File: src/design/psgrwd_pkg.sv
// psgrwd_pkg: shared constants and types for the psg register write decoder
// no dependencies; imported by every module of the block
`timescale 1ns / 1ps
`default_nettype none

package psgrwd_pkg;

    localparam int NUM_CHIPS    = 4;
    localparam int CHAN_PER_CHIP = 4;
    localparam int NUM_SLOTS    = NUM_CHIPS * CHAN_PER_CHIP;
    localparam int SLOT_W       = $clog2(NUM_SLOTS);
    localparam int CHIP_IDX_W   = (NUM_CHIPS > 1) ? $clog2(NUM_CHIPS) : 1;

    localparam int CHIP_W   = 2;
    localparam int BYTE_W   = 8;
    localparam int CHAN_W   = 2;
    localparam int REG_W    = 3;
    localparam int PERIOD_W = 10;
    localparam int VOLUME_W = 4;

    // write byte layout
    localparam int LATCH_BIT = 7;

    typedef struct packed {
        logic [CHIP_W-1:0]   chip_index;
        logic [CHAN_W-1:0]   channel_index;
        logic                volume_written;
        logic [PERIOD_W-1:0] channel_period;
        logic [VOLUME_W-1:0] channel_volume;
    } t_result;

endpackage

`default_nettype wire

File: src/design/psgrwd_in_stage.sv
// psgrwd_in_stage: input register for one write transaction
// uses psgrwd_pkg; handed on when the downstream stage advances
`timescale 1ns / 1ps
`default_nettype none

module psgrwd_in_stage
    import psgrwd_pkg::*;
(
    input  wire logic              i_clk,
    input  wire logic              i_rst_n,
    input  wire logic              i_valid,
    input  wire logic [CHIP_W-1:0] i_chip_select,
    input  wire logic [BYTE_W-1:0] i_write_byte,
    input  wire logic              i_advance,
    output logic                   o_stall,
    output logic                   o_valid,
    output logic [CHIP_W-1:0]      o_chip,
    output logic [BYTE_W-1:0]      o_byte
);

    logic              r_valid;
    logic [CHIP_W-1:0] r_chip;
    logic [BYTE_W-1:0] r_byte;

    // full and the next stage cannot take it
    assign o_stall = r_valid && !i_advance;

    always_ff @(posedge i_clk) begin
        if (!i_rst_n) begin
            r_valid <= 1'b0;
        end else if (!o_stall) begin
            r_valid <= i_valid;
        end
    end

    always_ff @(posedge i_clk) begin
        if (!o_stall && i_valid) begin
            r_chip <= i_chip_select;
            r_byte <= i_write_byte;
        end
    end

    assign o_valid = r_valid;
    assign o_chip  = r_chip;
    assign o_byte  = r_byte;

endmodule

`default_nettype wire

File: src/design/psgrwd_reg_file.sv
// psgrwd_reg_file: latched register, period and volume stores with the byte decode
// uses psgrwd_pkg; state commits when the transaction moves to the output register
`timescale 1ns / 1ps
`default_nettype none

module psgrwd_reg_file
    import psgrwd_pkg::*;
(
    input  wire logic              i_clk,
    input  wire logic              i_rst_n,
    input  wire logic              i_commit,
    input  wire logic [CHIP_W-1:0] i_chip,
    input  wire logic [BYTE_W-1:0] i_byte,
    output t_result                o_result
);

    logic [REG_W-1:0]    r_latch  [NUM_CHIPS];
    logic [PERIOD_W-1:0] r_period [NUM_SLOTS];
    logic [VOLUME_W-1:0] r_volume [NUM_SLOTS];

    logic [PERIOD_W-1:0] n_period;
    logic [VOLUME_W-1:0] n_volume;

    logic                  chip_ok;
    logic                  is_latch;
    logic [REG_W-1:0]      sel_reg;
    logic [CHAN_W-1:0]     chan;
    logic                  vol_sel;
    logic [CHIP_IDX_W-1:0] chip_idx;
    logic [SLOT_W-1:0]     slot;
    logic [PERIOD_W-1:0]   cur_period;

    assign chip_ok  = int'(i_chip) < NUM_CHIPS;
    assign chip_idx = CHIP_IDX_W'(i_chip);
    assign is_latch = i_byte[LATCH_BIT];
    assign sel_reg  = is_latch ? i_byte[6:4] : r_latch[chip_idx];
    assign chan     = sel_reg[2:1];
    assign vol_sel  = sel_reg[0];
    assign slot     = SLOT_W'({i_chip, chan});
    assign cur_period = r_period[slot];

    always_comb begin
        n_period = cur_period;
        n_volume = r_volume[slot];
        if (vol_sel) begin
            n_volume = i_byte[3:0];
        end else if (is_latch) begin
            n_period = {cur_period[9:4], i_byte[3:0]};
        end else begin
            // data byte: bit 6 is dropped
            n_period = {i_byte[5:0], cur_period[3:0]};
        end
    end

    always_comb begin
        o_result = '0;
        o_result.chip_index = i_chip;
        if (chip_ok) begin
            o_result.channel_index  = chan;
            o_result.volume_written = vol_sel;
            o_result.channel_period = n_period;
            o_result.channel_volume = n_volume;
        end
    end

    always_ff @(posedge i_clk) begin
        if (!i_rst_n) begin
            for (int k = 0; k < NUM_CHIPS; k++) begin
                r_latch[k] <= '0;
            end
            for (int k = 0; k < NUM_SLOTS; k++) begin
                r_period[k] <= '0;
                r_volume[k] <= '0;
            end
        end else if (i_commit && chip_ok) begin
            if (is_latch) begin
                r_latch[chip_idx] <= i_byte[6:4];
            end
            r_period[slot] <= n_period;
            r_volume[slot] <= n_volume;
        end
    end

endmodule

`default_nettype wire

File: src/design/psgrwd_out_stage.sv
// psgrwd_out_stage: result register toward the downstream side
// uses psgrwd_pkg; reports when it can take a new result
`timescale 1ns / 1ps
`default_nettype none

module psgrwd_out_stage
    import psgrwd_pkg::*;
(
    input  wire logic i_clk,
    input  wire logic i_rst_n,
    input  wire logic i_valid,
    input  t_result   i_result,
    input  wire logic i_stall,
    output logic      o_advance,
    output logic      o_valid,
    output t_result   o_result
);

    logic    r_valid;
    t_result r_result;

    assign o_advance = !r_valid || !i_stall;

    always_ff @(posedge i_clk) begin
        if (!i_rst_n) begin
            r_valid <= 1'b0;
        end else if (o_advance) begin
            r_valid <= i_valid;
        end
    end

    always_ff @(posedge i_clk) begin
        if (o_advance && i_valid) begin
            r_result <= i_result;
        end
    end

    assign o_valid  = r_valid;
    assign o_result = r_result;

endmodule

`default_nettype wire

File: src/design/psg_register_write_decoder.sv
// psg_register_write_decoder: top level of the psg register write decoder
// uses psgrwd_pkg, psgrwd_in_stage, psgrwd_reg_file and psgrwd_out_stage
`timescale 1ns / 1ps
`default_nettype none

// Decodes bytes written to up to four SN76489-style sound chips. Each transaction
// carries a chip select and one byte; a latch byte (bit 7 set) picks the channel
// and register and writes the low nibble, a data byte writes the volume or the
// upper six period bits of the chip's latched register. Every transaction returns
// one result: the channel touched, whether volume was written, and that channel's
// period and volume after the write. An accepted transaction is held in the input
// register, then in the result register; one transaction is taken every cycle
// unless a stall holds it back: the input register feeds a single level of decode
// and store update, which commits as the result register loads. Stores and valids
// clear on reset; an unfitted chip returns only its chip index and changes nothing.
module psg_register_write_decoder
    import psgrwd_pkg::*;
(
    input  wire logic                i_clk,
    input  wire logic                i_rst_n,
    input  wire logic                i_valid,
    output logic                     o_stall,
    input  wire logic [CHIP_W-1:0]   i_chip_select,
    input  wire logic [BYTE_W-1:0]   i_write_byte,
    output logic                     o_valid,
    input  wire logic                i_stall,
    output logic [CHIP_W-1:0]        o_chip_index,
    output logic [CHAN_W-1:0]        o_channel_index,
    output logic                     o_volume_written,
    output logic [PERIOD_W-1:0]      o_channel_period,
    output logic [VOLUME_W-1:0]      o_channel_volume
);

    logic              advance;
    logic              stg_valid;
    logic [CHIP_W-1:0] stg_chip;
    logic [BYTE_W-1:0] stg_byte;
    t_result           dec_result;
    t_result           out_result;

    psgrwd_in_stage u_in_stage (
        .i_clk         (i_clk),
        .i_rst_n       (i_rst_n),
        .i_valid       (i_valid),
        .i_chip_select (i_chip_select),
        .i_write_byte  (i_write_byte),
        .i_advance     (advance),
        .o_stall       (o_stall),
        .o_valid       (stg_valid),
        .o_chip        (stg_chip),
        .o_byte        (stg_byte)
    );

    psgrwd_reg_file u_reg_file (
        .i_clk    (i_clk),
        .i_rst_n  (i_rst_n),
        .i_commit (stg_valid && advance),
        .i_chip   (stg_chip),
        .i_byte   (stg_byte),
        .o_result (dec_result)
    );

    psgrwd_out_stage u_out_stage (
        .i_clk     (i_clk),
        .i_rst_n   (i_rst_n),
        .i_valid   (stg_valid),
        .i_result  (dec_result),
        .i_stall   (i_stall),
        .o_advance (advance),
        .o_valid   (o_valid),
        .o_result  (out_result)
    );

    assign o_chip_index     = out_result.chip_index;
    assign o_channel_index  = out_result.channel_index;
    assign o_volume_written = out_result.volume_written;
    assign o_channel_period = out_result.channel_period;
    assign o_channel_volume = out_result.channel_volume;

endmodule

`default_nettype wire

File: config.mk
export PLATFORM = sky130hd
export DESIGN_NAME = psg_register_write_decoder
export DESIGN_NICKNAME = d
export VERILOG_FILES = /design/src/design/psgrwd_pkg.sv /design/src/design/psgrwd_in_stage.sv /design/src/design/psgrwd_reg_file.sv /design/src/design/psgrwd_out_stage.sv /design/src/design/psg_register_write_decoder.sv
export SDC_FILE = /design/constraint.sdc
export NUM_CORES = 1
export LEC_CHECK = 0
export ABC_AREA = 1
export BUFFER_PORTS_ARGS = -buffer_cell sky130_fd_sc_hd__clkbuf_2
export CAP_MARGIN = 40
export CORE_MARGIN = 2
export CORE_UTILIZATION = 60
export DETAILED_ROUTE_END_ITERATION = 10
export PLACE_DENSITY = 0.85
export SYNTH_ARGS = -nofsm -noshare
export SYNTH_HDL_FRONTEND = slang
export SYNTH_SLANG_ARGS = --single-unit
File: constraint.sdc
create_clock -name i_clk -period 3.87 [get_ports i_clk]
set_clock_uncertainty 0.1 [all_clocks]
set_input_delay 0.5805 -clock i_clk [delete_from_list [all_inputs] [get_ports i_clk]]
set_output_delay 0.5805 -clock i_clk [all_outputs]
set_load 0.03 [all_outputs]
==> results.md, run 1 <==
- Average wire per standard cell: 20.2 um
- Number of I/O pins: 35
- Finished Layout Cells: 1648
- Post-synthesis cell count: 1341
- Kind of critical path: flip-flop to flip-flop
- Hold path start: i_write_byte[4]
- CTS H-tree depth: 1
- Pwr Density: 517 nW/um^2
- Final core area utilization: 66.6%
- Worst Tran Pin Value: 0.927 ns
- Period utilization: 84.4%
- CP startpoint kind: flip-flop
- Maximum clock rate: 0.306 GHz
- Crit. End Element: flip-flop
- Run status: complete, no violations
- Die area: 22200 um^2
- Layout cells sized above 1: 10.6%
- First-pass GRT wire length: 51.2 mm
- Pint: 5230 uW
- Synth Register Bits: 269
- IO buf count: 34
- Setup TNS: 0 ns
- Ys Warns: 0
- Largest net degree at the start of global routing: 73
- Unrepaired setup endpoints after global routing: no
- ANT nets after route: 0
- Switching share of total power: 27.0%
- Sw power: 1940 uW
- Vias: 9905
- Worst EP arrival: 3.42 ns
- Die width: 149 um
- Pins Over Slew Limit: 0
- Core area: 20800 um^2
- GPL Wtd Cong: 0.932
- Placed cell count: 1596
- Most common cell after layout, fill and taps aside: nand2_1
- P&R area growth vs syn: 10.0%
- Post-Route WL: 33.3 mm
- Diode count: 0
- Final setup fails: 0
- Clock power frac: 39.4%
- Relative slew slack: 37.7%
- R2r worst-path depth: 14
- Post-synth ARST share: 0%
- Distinct cells, synth: 25
- DPL Wire Length: 19.9 mm
- Nets: 1365
- Hold buffers post-CTS: 0
- Worst EP required: 4.02 ns
- Initial Utilization: 60.6%
- Initial antenna violation count: 0
- Sequential Power Share: 47.1%
- Most frequent cells in the layout: 529 x nand2_1, 267 x nor2_1, 265 x edfxtp_1
- DRT iter0 DRCs: 1628
- DRC violations left: 0
- Final hold vios: 0
- Post-synth EDFFs: 265
- Prevailing post-synth register cell: edfxtp_1
- Initial DRT Pass Iterations: 6
- Row cnt: 53
- Setup Buffers After CTS: 0
- CTS tree: done
- Sequential cell area fraction in the yosys report: 63.7%
- Cts repair resizes: 0
- Sink Count: 269
- Synth Net Count: 1355
- Global route overflow: 0
- Syn avg cell area: 9.40 um^2
- Global-route usage over all layers: 30.2%
- Worst-path clk slew: 0.06 ns
- Clk root buf: clkbuf_16
- # fillers: 1512
- CTS Buf Count: 28
- Share of power burned in combinational logic: 13.5%
- Crit-path max FO: 38
- Min Tclk post-route: 3.27 ns
- Hold crit path type: primary input to flip-flop
- Die Y: 149 um
- Pleak: 0.00590 uW
- Hold worst-path end: u_in_stage.o_byte[4]
- Clock Latency Late Sink: 0.55 ns
- RR Endpoint: u_reg_file.r_volume[13][0]
- Vias in the first global route: 9456
- Syn Std Cell Area: 12600 um^2
- VDD IR max: 0.434 mV
- Clk buf depth: 3
- DR vias/cell: 6.01
- FF-to-FF setup slack: 0.60 ns
- Hold path depth: 1
- Max_cap viols: 0
synthesized netlist by cell type (all sizes together), types with 2 or more instances:
cell / n / area share [%]
buf: 61 / 3.0
o21ai: 5 / 0.26
edfxtp: 265 / 63
a21oi: 6 / 0.24
or2: 2 / 0.099
dfxtp: 4 / 0.64
nand3: 120 / 4.9
nor2: 267 / 7.9
nand2: 536 / 16
o21bai: 11 / 1.6
nor3: 2 / 0.079
inv: 40 / 1.2
clkbuf: 20 / 0.60
layer usage:
layer	GRT usage (%)	part of all wire, %	vias up
li1	-	-	4376
met1	40.2	35	4616
met2	47.2	46	754
met3	6.61	12	159
met4	15.5	6.0	0
met5	0	0	-
cells by family (layout without fill, tap and decap cells):
group | after synthesis | after routing | share of synthesized area, %
AO/OA/AOI/OAI | 24 | 24 | 2.27
buffers and inverters | 121 | 153 | 4.80
flip-flops | 269 | 269 | 63.7
AND/OR/NAND/NOR | 927 | 927 | 29.2
power groups by stage:
stage / sequential, uW / combinational (uW) / clock (uW)
CTS: 3380 / 937 / 2820
global route: 3390 / 1020 / 2940
finish: 3380 / 971 / 2820
floorplan: 3450 / 626 / 0
global placement: 3430 / 906 / 0
detailed placement: 3440 / 924 / 0
worst max path at each step:
stage,startpoint,endpoint,slack (ns),cells after the start
finish,flip-flop,u_reg_file.r_volume[13][0],0.60,14
global placement,i_stall,u_reg_file.r_period[2][9],0.37,8
floorplan,flip-flop,u_reg_file.r_period[0][0],1.43,11
detailed placement,i_stall,u_reg_file.r_period[6][1],0.68,8
global route,flip-flop,u_reg_file.r_volume[13][0],0.48,14
CTS,flip-flop,u_reg_file.r_volume[13][0],0.72,14
critical path, stage by stage (launching register included):
cell	delay (ns)
dfxtp_1	0.45
inv_2	0.10
nand2_1	0.10
nand3_2	0.10
nand3_4	0.09
nand2_2	0.34
buf_12	0.33
nand2_1	0.08
nand2_1	0.07
nand2_1	0.07
nand2_1	0.10
nand2_1	0.08
nand3_1	0.16
o21bai_4	0.65
nor2_1	0.12
area by class of cell:
class / instances / area [um^2] / area share [%]
Sequential cell: 269 / 8040 / 57.9
Multi-Input combinational cell: 951 / 3980 / 28.7
Clock buffer: 29 / 726 / 5.23
Timing Repair Buffer: 61 / 383 / 2.76
Tap cell: 275 / 344 / 2.48
Clock inverter: 23 / 249 / 1.79
Inverter: 40 / 150 / 1.08
registers in the layout (all words and copies together) (netlist names), named ones only:
signal                cells
u_in_stage.o_byte         8
u_in_stage.o_chip         2
u_in_stage.o_valid        1
u_out_stage.o_result     19
u_out_stage.o_valid       1
u_reg_file.r_latch       12
u_reg_file.r_period     160
u_reg_file.r_volume      64
through the flow:
step	cell area (um^2)	hold WS, ns	setup WS [ns]	total power (uW)
floorplan	12600	0.349	1.43	4080
global placement	12900	0.357	0.374	4340
detailed placement	12900	0.387	0.679	4360
CTS	13900	0.118	0.724	7140
global route	13900	0.124	0.485	7350
finish	13900	0.124	0.604	7170
Power figures use the tool's default switching activity.
==> inputs of run 2 (changes only) <==
==> constraint.sdc (replaced) <==
create_clock -name i_clk -period 3.3 [get_ports i_clk]
set_clock_uncertainty 0.1 [all_clocks]
set_input_delay 0.495 -clock i_clk [delete_from_list [all_inputs] [get_ports i_clk]]
set_output_delay 0.495 -clock i_clk [all_outputs]
set_load 0.03 [all_outputs]
==> results.md, run 2 (synthesis gave the netlist of run 1 again) <==
- Run status: complete, no violations (unchanged)
- Diode count: 0 (unchanged)
- Clk buf depth: 3 (unchanged)
- Setup TNS: 0 ns (unchanged)
- Period utilization: 90.7% (was 84.4%)
- Initial antenna violation count: 0 (unchanged)
- Hold buffers post-CTS: 0 (unchanged)
- Number of I/O pins: 35 (unchanged)
- CP most frequent cell: nand2_1 (unchanged)
- # fillers: 1486 (was 1512)
- Relative slew slack: 41.8% (was 37.7%)
- Initial DRT Pass Iterations: 8 (was 6)
- Setup Buffers After CTS: 0 (unchanged)
- Global-route usage over all layers: 30.0% (was 30.2%)
- P&R area growth vs syn: 10.9% (was 10.0%)
- Hold crit path type: primary input to flip-flop (unchanged)
- GPL Wtd Cong: 0.926 (was 0.932)
- Hold Worst Slack: 0.0248 ns (was 0.124 ns)
- Die Y: 149 um (unchanged)
- Worst-path clk slew: 0.06 ns (about the same)
- Kind of critical path: flip-flop to flip-flop (unchanged)
- Clk root buf: clkbuf_16 (unchanged)
- Min Tclk post-route: 2.99 ns (was 3.27 ns)
- CTS tree: done (unchanged)
- Grt peak-use layer: met2 (unchanged)
- Met2 GRT Util: 49.6% (was 47.2%)
- Pins Over Slew Limit: 0 (unchanged)
- Max reg flops: 160 (unchanged)
- Most common cell after layout, fill and taps aside: nand2_1 (unchanged)
- Pwr Density: 606 nW/um^2 (was 517 nW/um^2)
- Largest net degree at the start of global routing: 73 (unchanged)
- Layout cells sized above 1: 11.2% (was 10.6%)
- Row cnt: 53 (unchanged)
- Met3 usage: 5.05% (was 6.61%)
- Cts repair resizes: 0 (unchanged)
- DR vias/cell: 5.89 (was 6.01)
- Final setup fails: 0 (unchanged)
- Crit-path max FO: 18 (was 38)
- Biggest register: u_reg_file.r_period (unchanged)
- Die area: 22200 um^2 (unchanged)
- Met1 Track Usage GR: 40.0% (was 40.2%)
- Tot Pwr: 8470 uW (was 7170 uW)
- CP startpoint kind: flip-flop (unchanged)
- Vias in the first global route: 9329 (was 9456)
- Die width: 149 um (unchanged)
- Crit. End Element: flip-flop (unchanged)
- Vias: 9747 (was 9905)
- Maximum clock rate: 0.334 GHz (was 0.306 GHz)
- Core area: 20800 um^2 (unchanged)
- Global route overflow: 0 (unchanged)
- CTS Buf Count: 28 (unchanged)
- Max_cap viols: 0 (unchanged)
- Slowest CP cell: dfxtp_1 (was o21bai_4)
- Final core area utilization: 67.1% (was 66.6%)
- DRT iter0 DRCs: 1499 (was 1628)
- VDD IR max: 0.419 mV (was 0.434 mV)
- Largest stage delay, worst path: 0.40 ns (was 0.65 ns)
- Sink Count: 269 (unchanged)
- Most frequent cells in the layout: 529 x nand2_1, 267 x nor2_1, 265 x edfxtp_1 (unchanged)
- IO buf count: 34 (unchanged)
- Pleak: 0.00595 uW (was 0.00590 uW)
- DRC violations left: 0 (unchanged)
- Average wire per standard cell: 19.9 um (was 20.2 um)
- Worst EP required: 3.57 ns (was 4.02 ns)
- Unrepaired setup endpoints after global routing: no (unchanged)
- Initial Utilization: 60.6% (unchanged)
- Worst EP arrival: 3.27 ns (was 3.42 ns)
- Worst-path cell chain: inv_1 > nor2_1 > o21ai_1 > nand2_1 > nand2_1 > o21ai_4 > buf_4 > nand2_1 > nand2_1 > nand2_1 > nand2_1 > inv_1 > nand2_1 > nand2_2 > nor2_1 (was inv_2 > nand2_1 > nand3_2 > nand3_4 > nand2_2 > buf_12 > nand2_1 > nand2_1 > nand2_1 > nand2_1 > nand2_1 > nand3_1 > o21bai_4 > nor2_1)
- Final hold vios: 0 (unchanged)
- DPL Wire Length: 19.9 mm (about the same)
- Nets: 1373 (was 1365)
- Clock Latency Late Sink: 0.55 ns (about the same)
- First-pass GRT wire length: 50.9 mm (was 51.2 mm)
- ANT nets after route: 0 (unchanged)
- CTS H-tree depth: 1 (unchanged)
- Worst Tran Pin Value: 0.872 ns (was 0.927 ns)
- Post-Route WL: 33.0 mm (was 33.3 mm)
-- run 2: cell count changes in the layout (fill, tap and decap cells not counted), sizes merged --
cell      change
clkinv        -2
clkinvlp      -1
bufinv        +1
buf           +8
clkbuf        +2
-- run 2: worst max-delay path: cells and delay by family, from the launching register on --
family	cells	cell delay [ns]
AOI/OAI and AO/OA	2	0.35
buffers and inverters	3	0.52
DFF	1	0.40
and+or+nand+nor	10	1.42
-- run 2: layer usage --
layer / routed length (um) / vias up / part of all wire, %
li1: - / 4396 / -
met1: 11600 / 4552 / 35
met2: 16100 / 704 / 49
met3: 4040 / 95 / 12
met4: 1200 / 0 / 3.7
met5: 0 / - / 0
-- run 2: layout make-up --
cell class	instances	area (um^2)	area share, %
flip-flops and latches	269	8040	57.5
multi-input cells	951	3980	28.5
clock buffers	31	712	5.09
repair buffers	69	470	3.37
well taps	275	344	2.46
clock inverters	21	282	2.01
inverters	40	150	1.07
-- run 2: path summary, 6_finish.rpt --
check	startpoint	end	slack [ns]	depth (start not counted)
min reg2reg	u_in_stage.o_valid	u_out_stage.o_valid	0.42	2
min	i_write_byte[4]	u_in_stage.o_byte[4]	0.02	1
max	flip-flop	u_reg_file.r_period[3][4]	0.31	15
max reg2reg	flip-flop	u_reg_file.r_period[3][4]	0.31	15
-- run 2: power breakdown --
| group | internal [uW] | total, uW | switching (uW) |
|---|---|---|---|
| Combinational | 255 | 1120 | 863 |
| Clock | 2030 | 3390 | 1350 |
| Sequential | 3910 | 3960 | 51.7 |
| Total | 6200 | 8470 | 2270 |
-- run 2: per-stage QoR --
stage | instances | worst slack (ns) | instance area (um^2)
final | 1656 | 0.309 | 14000
after global routing | 1656 | 0.160 | 14000
after floorplan | 1341 | 0.859 | 12600
after global placement | 1604 | 0.527 | 13000
after CTS | 1656 | 0.382 | 14000
after detailed placement | 1604 | 0.384 | 13000
==> inputs of run 3 (changes only) <==
--- a/config.mk
+++ b/config.mk
@@ -9,9 +9,8 @@
 export BUFFER_PORTS_ARGS = -buffer_cell sky130_fd_sc_hd__clkbuf_2
 export CAP_MARGIN = 40
 export CORE_MARGIN = 2
-export CORE_UTILIZATION = 60
+export CORE_UTILIZATION = 35
 export DETAILED_ROUTE_END_ITERATION = 10
-export PLACE_DENSITY = 0.85
 export SYNTH_ARGS = -nofsm -noshare
 export SYNTH_HDL_FRONTEND = slang
 export SYNTH_SLANG_ARGS = --single-unit
==> results.md, run 3 (synthesis gave the netlist of run 1 again) <==
- P&R area growth vs syn: 13.7% (was 10.9%)
- Clk buf depth: 3 (unchanged)
- Run status: complete, no violations (unchanged)
- Worst-path clk slew: 0.06 ns (about the same)
- Relative slew slack: 43.9% (was 41.8%)
- DPL Wire Length: 21.6 mm (was 19.9 mm)
- Row cnt: 69 (was 53)
- FF-to-FF setup slack: 0.20 ns (was 0.31 ns)
- Pleak: 0.00604 uW (was 0.00595 uW)
- Global-route usage over all layers: 17.7% (was 30.0%)
- VDD IR max: 0.560 mV (was 0.419 mV)
- Die width: 194 um (was 149 um)
- First-pass GRT wire length: 52.1 mm (was 50.9 mm)
- CTS tree: done (unchanged)
- Most frequent cells in the layout: 529 x nand2_1, 267 x nor2_1, 265 x edfxtp_1 (unchanged)
- Diode count: 0 (unchanged)
- GPL Wtd Cong: 0.868 (was 0.926)
- Min Tclk post-route: 3.10 ns (was 2.99 ns)
- IO buf count: 34 (unchanged)
- R2r worst-path depth: 14 (was 15)
- Cts repair resizes: 0 (unchanged)
- Period utilization: 93.8% (was 90.7%)
- Hold worst-path end: u_in_stage.o_byte[2] (was u_in_stage.o_byte[4])
- Hold path start: i_write_byte[2] (was i_write_byte[4])
- Post-DP Area: 13400 um^2 (was 13000 um^2)
- Die area: 37600 um^2 (was 22200 um^2)
- Largest net degree at the start of global routing: 73 (unchanged)
- Kind of critical path: flip-flop to flip-flop (unchanged)
- Sink Count: 269 (unchanged)
- Pwr Density: 582 nW/um^2 (was 606 nW/um^2)
- Initial Utilization: 35.5% (was 60.6%)
- CTS Buf Count: 29 (was 28)
- Crit-path max FO: 32 (was 18)
- Vias in the first global route: 9060 (was 9329)
- ANT nets after route: 0 (unchanged)
- CP startpoint kind: flip-flop (unchanged)
- Unrepaired setup endpoints after global routing: no (unchanged)
- Layout cells sized above 1: 12.0% (was 11.2%)
- Tot Pwr: 8350 uW (was 8470 uW)
- Global route overflow: 0 (unchanged)
- CTS H-tree depth: 1 (unchanged)
- Crit. End Element: flip-flop (unchanged)
- Most common cell after layout, fill and taps aside: nand2_1 (unchanged)
- Worst Tran Pin Value: 0.838 ns (was 0.872 ns)
- Final setup fails: 0 (unchanged)
- Hold crit path type: primary input to flip-flop (unchanged)
- Number of I/O pins: 35 (unchanged)
- Clock Latency Late Sink: 0.55 ns (about the same)
- Max reg flops: 160 (unchanged)
- Biggest register: u_reg_file.r_period (unchanged)
- DRT iter0 DRCs: 907 (was 1499)
- Core area: 35500 um^2 (was 20800 um^2)
- Design area: 14300 um^2 (was 14000 um^2)
- Maximum clock rate: 0.323 GHz (was 0.334 GHz)
- Hold path depth: 1 (unchanged)
- Pins Over Slew Limit: 0 (unchanged)
- Worst EP required: 3.46 ns (was 3.57 ns)
- Clk root buf: clkbuf_16 (unchanged)
- Post-Route WL: 33.8 mm (was 33.0 mm)
- Initial DRT Pass Iterations: 5 (was 8)
- DR vias/cell: 5.01 (was 5.89)
- Vias: 9308 (was 9747)
- Initial antenna violation count: 0 (unchanged)
- Average wire per standard cell: 18.2 um (was 19.9 um)
- Final hold vios: 0 (unchanged)
- Setup TNS: 0 ns (unchanged)
- Die Y: 194 um (was 149 um)
- RR Endpoint: u_reg_file.r_period[14][9] (was u_reg_file.r_period[3][4])
- DRC violations left: 0 (unchanged)
- Max_cap viols: 0 (unchanged)
- Worst EP arrival: 3.26 ns (was 3.27 ns)
- Nets: 1389 (was 1373)
-- run 3: per-stage QoR --
stage | setup slack [ns] | util [%] | hold WS [ns] | cells
after global placement | 0.364 | 37.6 | 0.361 | 1803
after CTS | 0.222 | 40.4 | 0.00290 | 1858
final | 0.205 | 40.4 | 0.0217 | 1858
after floorplan | 0.859 | - | 0.349 | 1341
after global routing | 0.0287 | 40.4 | 0.0110 | 1858
after detailed placement | 0.237 | 37.7 | 0.386 | 1804
-- run 3: what timing repair did --
action | CTS | global route
hold buffers | 1 | 0
buffers inserted | 0 | 0
endpoints found under the hold margin | 1 | 0
-- run 3: how the worst max path moves through the flow --
stage / cells past startpoint / slack [ns] / to
4_1_cts: 14 / 0.22 / u_reg_file.r_period[14][9]
3_5_place_dp: 14 / 0.24 / u_reg_file.r_period[14][9]
3_3_place_gp: 15 / 0.36 / u_reg_file.r_volume[5][3]
5_1_grt: 14 / 0.03 / u_reg_file.r_period[1][9]
6_report: 14 / 0.20 / u_reg_file.r_period[14][9]
2_1_floorplan: 11 / 0.86 / u_reg_file.r_period[0][0]
-- run 3: final cells by class --
class,instances,area [um^2]
tap,461,577
inverter,40,150
multi-input combinational,951,3980
clock inverter,24,221
timing repair buffer,84,643
clock buffer,29,726
sequential,269,8040
fill,3458,21100
-- run 3: routing by layer --
layer | GRT usage, % | wire length [um] | up-vias
met2 | 29.0 | 15800 | 325
met5 | 0 | 0 | -
met3 | 2.97 | 2350 | 57
li1 | - | - | 4427
met4 | 5.02 | 946 | 0
met1 | 24.2 | 14800 | 4499
-- run 3: where the power goes --
group | internal (uW) | switching (uW) | total [uW]
registers | 3910 | 51.1 | 3960
logic | 283 | 856 | 1140
clock network | 1910 | 1340 | 3250
total | 6100 | 2250 | 8350
-- run 3: worst max-delay path: stages, from the launching register on --
cell and delay [ns]:
dfxtp_1 0.44, inv_2 0.10, nand2_1 0.09, nand3_2 0.10, nand3_4 0.11, nand2_2 0.22
buf_4 0.35, nand2_1 0.12, nand2_1 0.06, nand2_1 0.06, nand2_1 0.07, nand2_1 0.10
nand2_1 0.16, o21bai_4 0.62, nor2_1 0.10
